### config.mk
export PLATFORM = sky130hd
export DESIGN_NAME = hvc_quantize
export DESIGN_NICKNAME = d
export VERILOG_FILES = /design/src/design/hvc_quantize.sv
export SDC_FILE = /design/constraint.sdc
export NUM_CORES = 1
export LEC_CHECK = 0
export BUFFER_PORTS_ARGS = -buffer_cell sky130_fd_sc_hd__buf_2
export CORE_AREA = 2 2 96 116
export CTS_CLUSTER_DIAMETER = 150
export DETAILED_ROUTE_END_ITERATION = 6
export DIE_AREA = 0 0 98 118
export HOLD_SLACK_MARGIN = 0.02
export PLACE_DENSITY = 0.76
export SLEW_MARGIN = 20
export SYNTH_ARGS = -nofsm -noshare
export SYNTH_HDL_FRONTEND = slang
export SYNTH_SLANG_ARGS = --single-unit
### constraint.sdc
create_clock -name clk -period 6.7 [get_ports clk]
set_input_delay 1.005 -clock clk [delete_from_list [all_inputs] [get_ports clk]]
set_output_delay 1.005 -clock clk [all_outputs]
set_load 0.01 [all_outputs]
### src/design/hvc_quantize.sv
`timescale 1ns / 1ps

module hvc_quantize #(
  parameter int HEIGHT_BITS = 8
) (
  input  logic        clk,
  input  logic        capture,
  input  logic [16:0] elevation,
  input  logic [7:0]  vertical_levels,
  input  logic [7:0]  water_level,
  output logic [7:0]  height
);

  localparam int HeightMax = (2 ** HEIGHT_BITS) - 1;

  logic [7:0]  scale;
  logic [24:0] prod;
  logic [25:0] rounded;
  logic [9:0]  q;
  logic [8:0]  lim;
  logic [8:0]  lim_cap;

  assign scale = (vertical_levels != 8'd0) ? vertical_levels - 8'd1 : 8'd0;

  always_ff @(posedge clk) begin
    if (capture) begin
      prod <= elevation * scale;
    end
  end

  always_comb begin
    rounded = 26'(prod) + 26'd32768;
    q       = rounded[25:16];
    lim     = ((vertical_levels > water_level) ? {1'b0, vertical_levels}
                                               : {1'b0, water_level}) + 9'd2;
    lim_cap = (32'(lim) > HeightMax) ? 9'(HeightMax) : lim;
    height  = (q > 10'(lim_cap)) ? 8'(lim_cap) : 8'(q);
  end

endmodule

==> impl_metrics.ini <==
[finish]
seq_area_sq_um = 300
syn_to_final_growth_pct = 14.4
drive_gt1_share_pct = 17.4
multi_input_area_sq_mm = 0.00481
finalInstanceArea_sq_mm = 0.00644
reg_top3 = prod x10
diodes = 0
largest_reg_flops = 10
fillers = 889
top_register = prod
fin_nets = 930

[floorplan]
die_y_microns = 118
die_area_sq_mm = 0.0116
initial_core_util_pct = 54.0
ioPinCount = 43
core_sq_mm = 0.0104
die_w_microns = 98
rows = 41

[synth]
avgSynthCellArea_sq_um = 8.50
ys_types = 62
ys_ff_latch = 10
yosysSeqAreaShare_pct = 5.34
synth.most_common_cell = inv_1
synthTopCellsByArea = fa_1, ha_1, inv_1, and2_1, edfxtp_1
yosysWarnings = 0
synth-edff-count = 10
syn_area_sq_mm = 0.00563
syn_nets = 850
synthCells = 662
synth_top_area_cell = fa_1
async_flop_share_pct = 0
synthFlopType = edfxtp_1
synthTopCellsByCount = inv_1, fa_1, and2_1
synth_top_area_share_pct = 31.7

[worst_setup_path]
start_kind = primary input
end_kind = output pin
worstSetupPathType = in -> out
required_ns = 5.69
cp_data_arrival_time_ns = 5.41
cp_max_fo = 6

[global_routing]
grt_antenna_before_repair = 0
grt_overflow = 0
grt_max_degree = 18
grtUsageTotal_pct = 23.6
grt_pass1_vias = 5108
grt_pass1_wl_mm = 23.0

[place]
dpl-instance-area_sq_mm = 0.00629
dpl.hpwl_mm = 10.9
gp_congestion = 0.950
io_buffers = 42

[clocking]
cts_root_buf = clkbuf_16
clock_sinks = 10
clk_pin_slew_worst_paths_ns = 0.04
cts_made_buffers = 3
cts_setup_buffers = 0
max-clock-path-buffers = 2
cts_tree = done
holdBufCountCts = 0
cts_max_level = 1

[route]
post-route-drc-count = 0
drtPass1Iterations = 4
ant_nets = 0
routed_wl_mm = 12.8
drtIter0Drc = 232
avgViaCountPerCell = 5.38
wl_per_cell_microns = 14.8
vias = 4678

[timing]
slew_violations = 0
fmax_mhz = 156
setup-violations-final = 0
setup_tns_ns = 0
hold_slack_ns = 1.14
period_share_pct = 95.7
rsz0062_at_grt = no
finalHoldViolCount = 0
period_needed_ns = 6.41

[run_status]
outcome = completed

[min_path]
min_path_cells = 1
hp-class = in -> reg
min-delay-start = capture
min_to = prod[21]$_DFFE_PP_

[power_and_ir_drop]
power_density_mw_per_mm2 = 289
leakage_uw = 0.00326
peakVddDrop_uv = 231

[run]
max-cap-violations = 0
worst max-delay path, stage by stage:
cell and delay (ns):
buf_2 0.14, ha_1 0.31, nor2b_1 0.13, o211ai_1 0.31
a211oi_4 0.12, o21ai_2 0.18, a21boi_1 0.22, inv_1 0.07
ha_1 0.21, inv_1 0.11, nand2_1 0.09, a211oi_2 0.18
nor2_1 0.10, o31ai_2 0.26, and2_2 0.19, nor2_1 0.05
ha_1 0.28, nor2b_1 0.13, o21a_1 0.16, o21a_1 0.18
o21ai_2 0.19, a2111oi_4 0.12, nor2_2 0.15, buf_4 0.14
nor2_1 0.05, a21oi_1 0.17, buf_2 0.16
cell type report:
class                      count  area share, %
inverter                     136           7.93
clock buffer                   3           1.17
clock inverter                 1         0.0583
multi-input combinational    500           74.7
tap                          129           2.51
sequential                    10           4.67
timing repair buffer          91           8.98
layout by cell type (no fill, tap or decap), types with 4 or more instances in the layout:
cell type  count
inv_1        136
fa_1          89
and2_1        80
ha_1          64
nand2_1       59
buf_4         49
buf_2         42
nor2_1        24
nand3_1       18
nor2b_1       16
a21oi_1       15
o21ai_0       11
xnor2_1       11
edfxtp_1      10
mux2i_1        9
nor3_1         9
xor2_1         8
o21a_1         6
nand4_1        5
a21oi_2        5
nand2b_1       4
and3_1         4
o21ai_2        4
a21o_1         4
metrics by stage:
stage	worst slack (ns)	power, uW	instances	util, %
after floorplan	0.121	1260	662	-
after global placement	0.173	1680	866	60.4
after detailed placement	0.0863	1730	866	60.4
after CTS	0.0991	1850	870	61.1
after global routing	0.00559	2130	870	61.8
final	0.290	1860	870	61.8
kinds of logic (layout without fill, tap and decap cells):
family,after synthesis,count (layout),share of synthesized area (%)
other,1,1,0.0666
and+or+nand+nor,241,241,23.6
muxes,10,10,1.87
buffers and inverters,152,231,10.5
xor gates and xnor gates,19,19,2.96
AOI/OAI and AO/OA,76,76,9.83
adders and majority gates,153,153,45.9
DFF,10,10,5.34
routing by layer:
metal  global-route usage, %  routed length (microns)  vias up  part of all wire, %
met1                    29.6                     5340     2331                   42
met4                    5.64                      206        0                  1.6
met5                       0                        0        -                    0
li1                        -                        -     2246                    -
met2                    43.9                     6990       81                   54
met3                    1.37                      305       20                  2.4
worst max-delay path by stage:
stage / to / cells after the start / startpoint / slack [ns]
after floorplan: height[3] / 25 / water_level[4] / 0.12
after global placement: prod[24]$_DFFE_PP_ / 23 / vertical_levels[2] / 0.17
after detailed placement: prod[24]$_DFFE_PP_ / 25 / vertical_levels[0] / 0.09
after CTS: height[2] / 27 / vertical_levels[1] / 0.1
after global routing: height[2] / 29 / water_level[1] / 0.006
final: height[2] / 27 / vertical_levels[1] / 0.29
timing repair:
item | CTS | global route
endpoints found under the setup margin | 0 | 14
hold endpoints to repair | 0 | 0
gates resized for setup | 0 | 20
power by group:
part	total [uW]	switching [uW]	internal, uW
Clock	101	23.6	77.8
Combinational	1590	876	719
Sequential	162	24.3	138
Total	1860	923	934
(Power assumes the default switching activity.)
