$ cat config.mk
export PLATFORM = sky130hd
export DESIGN_NAME = hvc_classify
export DESIGN_NICKNAME = d
export VERILOG_FILES = /design/src/design/hvc_pkg.sv /design/src/design/hvc_classify.sv
export SDC_FILE = /design/constraint.sdc
export NUM_CORES = 1
export LEC_CHECK = 0
export ABC_AREA = 1
export BUFFER_PORTS_ARGS = -buffer_cell sky130_fd_sc_hd__buf_4
export CAP_MARGIN = 40
export CORE_MARGIN = 4
export CORE_UTILIZATION = 60
export DETAILED_ROUTE_END_ITERATION = 10
export PLACE_DENSITY = 0.81
export SETUP_SLACK_MARGIN = 0.05
export SLEW_MARGIN = 20
export SYNTH_ARGS = -nofsm -noshare
export SYNTH_HDL_FRONTEND = slang
export SYNTH_SLANG_ARGS = --single-unit
$ cat constraint.sdc
create_clock -name vclk -period 5.6
set_clock_uncertainty 0.05 [all_clocks]
set_input_delay 0.56 -clock vclk [all_inputs]
set_output_delay 0.56 -clock vclk [all_outputs]
set_load 0.02 [all_outputs]
$ cat src/design/hvc_pkg.sv
`timescale 1ns / 1ps

package hvc_pkg;

  localparam int DEF_MAX_WIDTH   = 256;
  localparam int DEF_MAX_DEPTH   = 256;
  localparam int DEF_HEIGHT_BITS = 8;

  localparam logic [8:0] RST_GRID_WIDTH      = 9'd256;
  localparam logic [8:0] RST_GRID_DEPTH      = 9'd256;
  localparam logic [7:0] RST_VERTICAL_LEVELS = 8'd64;
  localparam logic [7:0] RST_WATER_LEVEL     = 8'd16;
  localparam logic       RST_WATER_ENABLED   = 1'b1;

  localparam logic OP_LOAD  = 1'b0;
  localparam logic OP_QUERY = 1'b1;

  typedef enum logic [2:0] {
    CFG_GRID_WIDTH      = 3'd0,
    CFG_GRID_DEPTH      = 3'd1,
    CFG_VERTICAL_LEVELS = 3'd2,
    CFG_WATER_LEVEL     = 3'd3,
    CFG_WATER_ENABLED   = 3'd4
  } cfg_idx_t;

  typedef enum logic [2:0] {
    MAT_AIR     = 3'd0,
    MAT_BEDROCK = 3'd1,
    MAT_STONE   = 3'd2,
    MAT_DIRT    = 3'd3,
    MAT_GRASS   = 3'd4,
    MAT_SAND    = 3'd5,
    MAT_SNOW    = 3'd6,
    MAT_WATER   = 3'd7
  } mat_t;

  typedef enum logic [3:0] {
    ST_IDLE,
    ST_LOAD,
    ST_RD_C,
    ST_RD_W,
    ST_RD_E,
    ST_RD_N,
    ST_RD_S,
    ST_EVAL,
    ST_DONE
  } state_t;

  typedef struct packed {
    logic        operation;
    logic [7:0]  col_x;
    logic [7:0]  col_z;
    logic [7:0]  level_y;
    logic [16:0] elevation;
  } item_t;

  typedef struct packed {
    logic [2:0] material;
    logic [7:0] surface_height;
    logic [7:0] water_top;
    logic       steep;
    logic [7:0] highest_ground;
    logic       inside_grid;
  } result_t;

  typedef struct packed {
    logic [7:0] height;
    logic [7:0] level_y;
    logic [7:0] vertical_levels;
    logic [7:0] water_level;
    logic       water_enabled;
    logic       steep;
  } cls_in_t;

endpackage

$ cat src/design/hvc_classify.sv
`timescale 1ns / 1ps

module hvc_classify (
  input  hvc_pkg::cls_in_t cls,
  output logic [2:0]       material
);

  import hvc_pkg::*;

  logic [12:0] snow_lhs, snow_rhs;
  logic [11:0] rock_lhs, rock_rhs;
  logic [8:0]  y_plus;

  always_comb begin
    snow_lhs = 13'(cls.height) * 13'd25;
    snow_rhs = 13'(cls.vertical_levels) * 13'd22;
    rock_lhs = 12'(cls.height) * 12'd10;
    rock_rhs = 12'(cls.vertical_levels) * 12'd7;
    y_plus   = {1'b0, cls.level_y} + 9'd3;
    if (cls.level_y <= cls.height) begin
      if (cls.level_y == 8'd0) begin
        material = MAT_BEDROCK;
      end else if (y_plus < {1'b0, cls.height}) begin
        material = MAT_STONE;
      end else if (cls.level_y < cls.height) begin
        material = MAT_DIRT;
      end else if (cls.height <= cls.water_level) begin
        material = MAT_SAND;
      end else if (snow_lhs >= snow_rhs) begin
        material = MAT_SNOW;
      end else if (cls.steep || rock_lhs >= rock_rhs) begin
        material = MAT_STONE;
      end else begin
        material = MAT_GRASS;
      end
    end else if (cls.water_enabled && cls.height < cls.water_level &&
                 cls.level_y <= cls.water_level) begin
      material = MAT_WATER;
    end else begin
      material = MAT_AIR;
    end
  end

endmodule

==> load_flow_metrics.sql, run 1 <==
INSERT INTO impl_metrics (metric_group, metric, value, unit) VALUES
('outcome', 'status', 'complete, no violations', ''),
('global_route', 'overall_global_routing_usage', '0.211', ''),
('timing', 'report.final.setup_viol', '0', ''),
('layout', 'layout.area.seq', '0', 'um2'),
('critical_path', 'startpoint_type', 'input port', ''),
('synth', 'leading_cell_type_by_number_of_instances_after_synthesis', 'ha_1', ''),
('timing', 'final.hold.worst_slack', '1.46', 'ns'),
('die', 'io_pins', '37', ''),
('timing', 'final.setup.tns', '0', 'ns'),
('die', 'core_area', '0.00561', 'mm2'),
('layout', 'num-fill-cells', '491', ''),
('synth', 'top_post_synthesis_cells_by_area', 'ha_1, nand2_1, fa_1', ''),
('route', 'routed_via_density', '5.40', ''),
('synth', 'synth_top_cell_area_share', '0.435', ''),
('timing', 'timing.final.ws_setup', '0.565', 'ns'),
('layout', 'final_nets', '703', ''),
('critical_path', 'worstPathRequired', '4.99', 'ns'),
('route', 'initial_detailed_routing_violation_count', '96', ''),
('die', 'die_height', '84.8', 'um'),
('timing', 'finalCriticalPeriod', '5.03', 'ns'),
('timing', 'final_max_slew_viol_count', '0', ''),
('route', 'route.antenna.remaining_nets', '0', ''),
('layout', 'multi_input_comb_area', '0.00320', 'mm2'),
('timing', 'fmax', '199', 'MHz'),
('critical_path', 'crit_path_max_fanout', '7', ''),
('route', 'detail_route.first_pass.iterations', '5', ''),
('clocking', 'postCtsSetupBuffers', '0', ''),
('placement', 'placed_cell_area', '0.00391', 'mm2'),
('flow_run', 'cap_violations', '0', ''),
('global_route', 'vias_in_the_first_global_route', '3164', ''),
('die', 'start_util', '0.631', ''),
('timing', 'timing_hold_violations_final', '0', ''),
('synth', 'synthesis.yosys.warnings', '0', ''),
('synth', 'synth.distinct_cells', '34', ''),
('critical_path', 'kind_of_critical_path', 'in -> out', ''),
('synth', 'synth.yosys.seq_area_share', '0', ''),
('layout', 'n_antenna_cell', '0', ''),
('global_route', 'overflow', '0', ''),
('placement', 'placement.setup.worst_slack', '0.550', 'ns'),
('synth', 'synthCells', '490', ''),
('worst_hold_path', 'worst_hold_path.num_cells', '4', ''),
('global_route', 'grt_pass1_wl', '13200', 'um'),
('synth', 'synth.net_count', '664', ''),
('layout', 'clockBufferCount', '0', ''),
('critical_path', 'critPathArrivalTime', '4.42', 'ns'),
('die', 'die_x', '84.8', 'um'),
('synth', 'synthesis.area_per_instance', '7.23', 'um2'),
('worst_hold_path', 'holdCritPathClass', 'in -> out', ''),
('power_and_ir_drop', 'leakage', '2.26', 'nW'),
('global_route', 'pin_count_of_the_biggest_net_entering_global_routing', '9', ''),
('route', 'detailroute.via_count', '3232', ''),
('layout', 'final_core_utilization', '0.697', ''),
('critical_path', 'critical_path.endpoint_type', 'primary output', ''),
('layout', 'post_route_cells_drive_above_1_share', '0.0987', ''),
('route', 'wl_per_cell', '12.1', 'um'),
('placement', 'place.gp.congestion', '0.856', ''),
('power_and_ir_drop', 'power_density', '161', 'mW/mm2'),
('route', 'aggregate_routed_wire_length', '7270', 'um'),
('layout', 'post-route-cell-area', '0.00391', 'mm2'),
('clocking', 'postCtsResizedCells', '0', ''),
('layout', 'number_of_sequential_cells_in_the_layout', '0', ''),
('power_and_ir_drop', 'max_ir_drop_vdd', '0.000209', 'V'),
('global_route', 'number_of_antenna_violations_at_the_first_check_in_global_routing', '0', ''),
('synth', 'post_synth_most_frequent_cells', 'ha_1, nand2_1, inv_1', ''),
('placement', 'port_buffers', '37', ''),
('timing', 'max_slew_margin_vs_limit', '0.788', ''),
('synth', 'syn_area', '0.00354', 'mm2'),
('die', 'die-area', '0.00719', 'mm2'),
('clocking', 'hold_buffers', '0', ''),
('die', 'floorplan.rows', '27', ''),
('placement', 'detailedPlacementHpwl', '6690', 'um'),
('synth', 'post-synth-top-area-cell', 'ha_1', ''),
('route', 'drcViolationCount', '0', ''),
('layout', 'area_growth', '10.4', '%'),
('timing', 'rsz0062_at_grt', 'no', ''),
('timing', 'post-route-period-util', '0.899', ''),
('timing', 'worst_pin_slew', '0.318', 'ns');
-- through the flow --
stage | cells | power [mW]
4_1_cts | 599 | 0.637
5_1_grt | 599 | 0.742
6_report | 599 | 0.630
3_3_place_gp | 599 | 0.610
3_5_place_dp | 599 | 0.634
2_1_floorplan | 490 | 0.481
-- critical path, cell delays in order --
cell and delay [ns]:
buf_4 0.14, ha_1 0.30, ha_1 0.31, fa_1 0.46, ha_1 0.36, a21oi_1 0.16
o21ai_1 0.11, nand2_1 0.07, nand2_1 0.04, a21oi_1 0.20, o21ai_1 0.08, nand2_1 0.07
nand2_1 0.06, nand2_1 0.06, nand2_1 0.05, ha_1 0.32, nand2_1 0.10, nor2_1 0.07
and2_1 0.13, nand2_1 0.06, nand3_1 0.06, nor2_1 0.20, nand3_1 0.11, nand2_1 0.06
nand2_1 0.05, nand2_1 0.06, nand2_1 0.04, buf_4 0.15
-- final cells by class --
type,count,area share
timing repair buffer,37,0.0711
multi-input combinational,399,0.819
tap,72,0.0230
inverter,91,0.0874
-- worst paths after layout --
kind	end	startpoint	slack [ns]
max	material[1]	cls[29]	0.57
min	material[1]	cls[1]	1.46
-- placed cells by master (no fill, tap or decap), types with 4 or more instances in the layout --
cell type	instances
nand3_1	16
fa_1	17
xor2_1	12
inv_2	6
nand2_1	91
xnor2_1	13
inv_1	83
o21ai_0	4
o21ai_1	14
nor3_1	4
nand4_1	7
ha_1	123
buf_4	37
nor2_1	34
a21oi_1	38
-- cells by family after synthesis --
kind of cell    Yosys count  synth area share
fa+ha+maj               140             0.531
simple gates            164             0.200
xor+xnor                 25            0.0618
compound gates           70             0.111
buf+inv                  91            0.0965
-- layer usage --
| metal | routed length, um | global-route usage | share of wire |
|---|---|---|---|
| met2 | 3750 | 0.413 | 0.52 |
| met4 | 50 | 0.0216 | 0.0069 |
| met1 | 3290 | 0.263 | 0.45 |
| met3 | 187 | 0.00777 | 0.026 |
| met5 | 0 | 0 | 0 |
-- where the power goes --
part | internal [mW] | switching, mW | leakage [nW] | total, mW
sequential | 0 | 0 | 0 | 0
combinational | 0.273 | 0.357 | 2.26 | 0.630
clock | 0 | 0 | 0 | 0
Power figures use the tool's default switching activity.
==> run 2, diff against run 1 <==
--- a/config.mk
+++ b/config.mk
@@ -9,9 +9,9 @@
 export BUFFER_PORTS_ARGS = -buffer_cell sky130_fd_sc_hd__buf_4
 export CAP_MARGIN = 40
 export CORE_MARGIN = 4
-export CORE_UTILIZATION = 60
+export CORE_UTILIZATION = 53
 export DETAILED_ROUTE_END_ITERATION = 10
-export PLACE_DENSITY = 0.81
+export PLACE_DENSITY = 0.73
 export SETUP_SLACK_MARGIN = 0.05
 export SLEW_MARGIN = 20
 export SYNTH_ARGS = -nofsm -noshare
==> run 2 against run 1 <==
Compared with the run above:
- combinational power up 0.8%
- first-iteration DRC count decreased by 28%
- non-clock buffer count stayed put
- clock-buffer cell count stayed put
- final area grew 0.16%
- via count shrank 2.2%
- utilization is 8.7 points lower
- sequential share of layout area is the same
- final cell count up 0.83%
- sequential cell count unchanged
- critical endpoint unchanged
- largest cell class unchanged
- largest power group unchanged
==> load_flow_metrics.sql, run 2 (synthesis results as in run 1) <==
INSERT INTO impl_metrics (metric_group, metric, value, unit) VALUES
('outcome', 'status', 'complete, no violations', ''),
('placement', 'port_buffers', '37', ''),
('placement', 'place.gp.congestion', '0.853', ''),
('timing', 'max_slew_margin_vs_limit', '0.770', ''),
('timing', 'finalCriticalPeriod', '5.09', 'ns'),
('route', 'route.antenna.remaining_nets', '0', ''),
('worst_hold_path', 'holdCritPathClass', 'in -> out', ''),
('layout', 'area_growth', '10.6', '%'),
('global_route', 'pin_count_of_the_biggest_net_entering_global_routing', '9', ''),
('route', 'drcViolationCount', '0', ''),
('power_and_ir_drop', 'leakage', '2.26', 'nW'),
('global_route', 'overflow', '0', ''),
('layout', 'layout.area.seq', '0', 'um2'),
('layout', 'clockBufferCount', '0', ''),
('timing', 'fmax', '196', 'MHz'),
('die', 'floorplan.rows', '29', ''),
('layout', 'final_nets', '703', ''),
('critical_path', 'worstPathRequired', '4.99', 'ns'),
('critical_path', 'cp_slowest_stage_delay', '0.46', 'ns'),
('route', 'routed_via_density', '5.23', ''),
('global_route', 'vias_in_the_first_global_route', '3223', ''),
('global_route', 'number_of_antenna_violations_at_the_first_check_in_global_routing', '0', ''),
('layout', 'final_core_utilization', '0.610', ''),
('global_route', 'globalRouteMet3Util', '0.0125', ''),
('die', 'io_pins', '37', ''),
('clocking', 'postCtsSetupBuffers', '0', ''),
('critical_path', 'startpoint_type', 'input port', ''),
('critical_path', 'critical_path.endpoint_type', 'primary output', ''),
('layout', 'commonest_cells_after_routing_fill_and_taps_aside', 'ha_1, nand2_1, inv_1, a21oi_1, buf_4', ''),
('global_route', 'grt_pass1_wl', '13400', 'um'),
('layout', 'post_route_cells_drive_above_1_share', '0.0987', ''),
('die', 'die_height', '89.7', 'um'),
('global_route', 'grt_busiest_layer', 'met2', ''),
('die', 'core_area', '0.00642', 'mm2'),
('global_route', 'use_met2', '0.363', ''),
('timing', 'worst_pin_slew', '0.345', 'ns'),
('die', 'die_x', '89.7', 'um'),
('timing', 'report.final.setup_viol', '0', ''),
('route', 'aggregate_routed_wire_length', '7360', 'um'),
('timing', 'final_max_slew_viol_count', '0', ''),
('critical_path', 'crit_top_cell', 'nand2_1', ''),
('power_and_ir_drop', 'max_ir_drop_vdd', '0.000109', 'V'),
('power_and_ir_drop', 'power_density', '162', 'mW/mm2'),
('global_route', 'overall_global_routing_usage', '0.187', ''),
('timing', 'final.setup.tns', '0', 'ns'),
('timing', 'timing_hold_violations_final', '0', ''),
('clocking', 'hold_buffers', '0', ''),
('placement', 'detailedPlacementHpwl', '6730', 'um'),
('die', 'die-area', '0.00805', 'mm2'),
('timing', 'post-route-period-util', '0.910', ''),
('clocking', 'postCtsResizedCells', '0', ''),
('die', 'start_util', '0.551', ''),
('route', 'wl_per_cell', '12.2', 'um'),
('critical_path', 'critPathArrivalTime', '4.48', 'ns'),
('global_route', 'grt.met1_usage', '0.232', ''),
('critical_path', 'crit_path_max_fanout', '7', ''),
('flow_run', 'cap_violations', '0', ''),
('layout', 'number_of_sequential_cells_in_the_layout', '0', ''),
('route', 'initial_detailed_routing_violation_count', '69', ''),
('layout', 'n_antenna_cell', '0', ''),
('layout', 'mostFrequentLayoutCell', 'ha_1', ''),
('route', 'detail_route.first_pass.iterations', '4', ''),
('route', 'detailroute.via_count', '3160', ''),
('critical_path', 'kind_of_critical_path', 'in -> out', ''),
('timing', 'rsz0062_at_grt', 'no', ''),
('critical_path', 'timing.critical_path.slowest_stage_cell', 'fa_1', '');
## run 2: power breakdown
part | internal (mW) | switching [mW] | leakage (nW)
combinational | 0.274 | 0.361 | 2.26
sequential | 0 | 0 | 0
clock | 0 | 0 | 0
total | 0.274 | 0.361 | 2.26
## run 2: per-layer routing
layer | up-vias | share of wire
met4 | 0 | 0.013
met5 | - | 0
met3 | 5 | 0.029
li1 | 1702 | -
met2 | 48 | 0.50
met1 | 1405 | 0.46
## run 2: final cells by class
cell class         instances  area [um2]
multi-input cells        399        3200
inverters                 91         342
well taps                 77        96.3
repair buffers            37         278
fillers                  632        2510
## run 2: final timing paths
kind | start | endpoint | slack [ns] | cells after the start
worst max-delay path | cls[28] | material[1] | 0.51 | 28
worst min-delay path | cls[1] | material[2] | 1.48 | 4
## run 2: critical path, delay by kind of cell
family                     cells  cell delay (ns)
adders and majority gates      5             1.72
and+or+nand+nor               18             1.39
buffers and inverters          2             0.29
AOI/OAI and AO/OA              3             0.51
## run 2: per-stage QoR
stage               instance area [um2]  hold slack [ns]  instances  setup WS, ns  total power, mW
global route                       3920             1.51        604         0.195            0.742
finish                             3920             1.48        604         0.507            0.635
detailed placement                 3920             1.48        604         0.513            0.636
CTS                                3920             1.48        604         0.498            0.641
floorplan                          3540             1.31        490          1.12            0.481
global placement                   3920             1.46        604         0.633            0.610
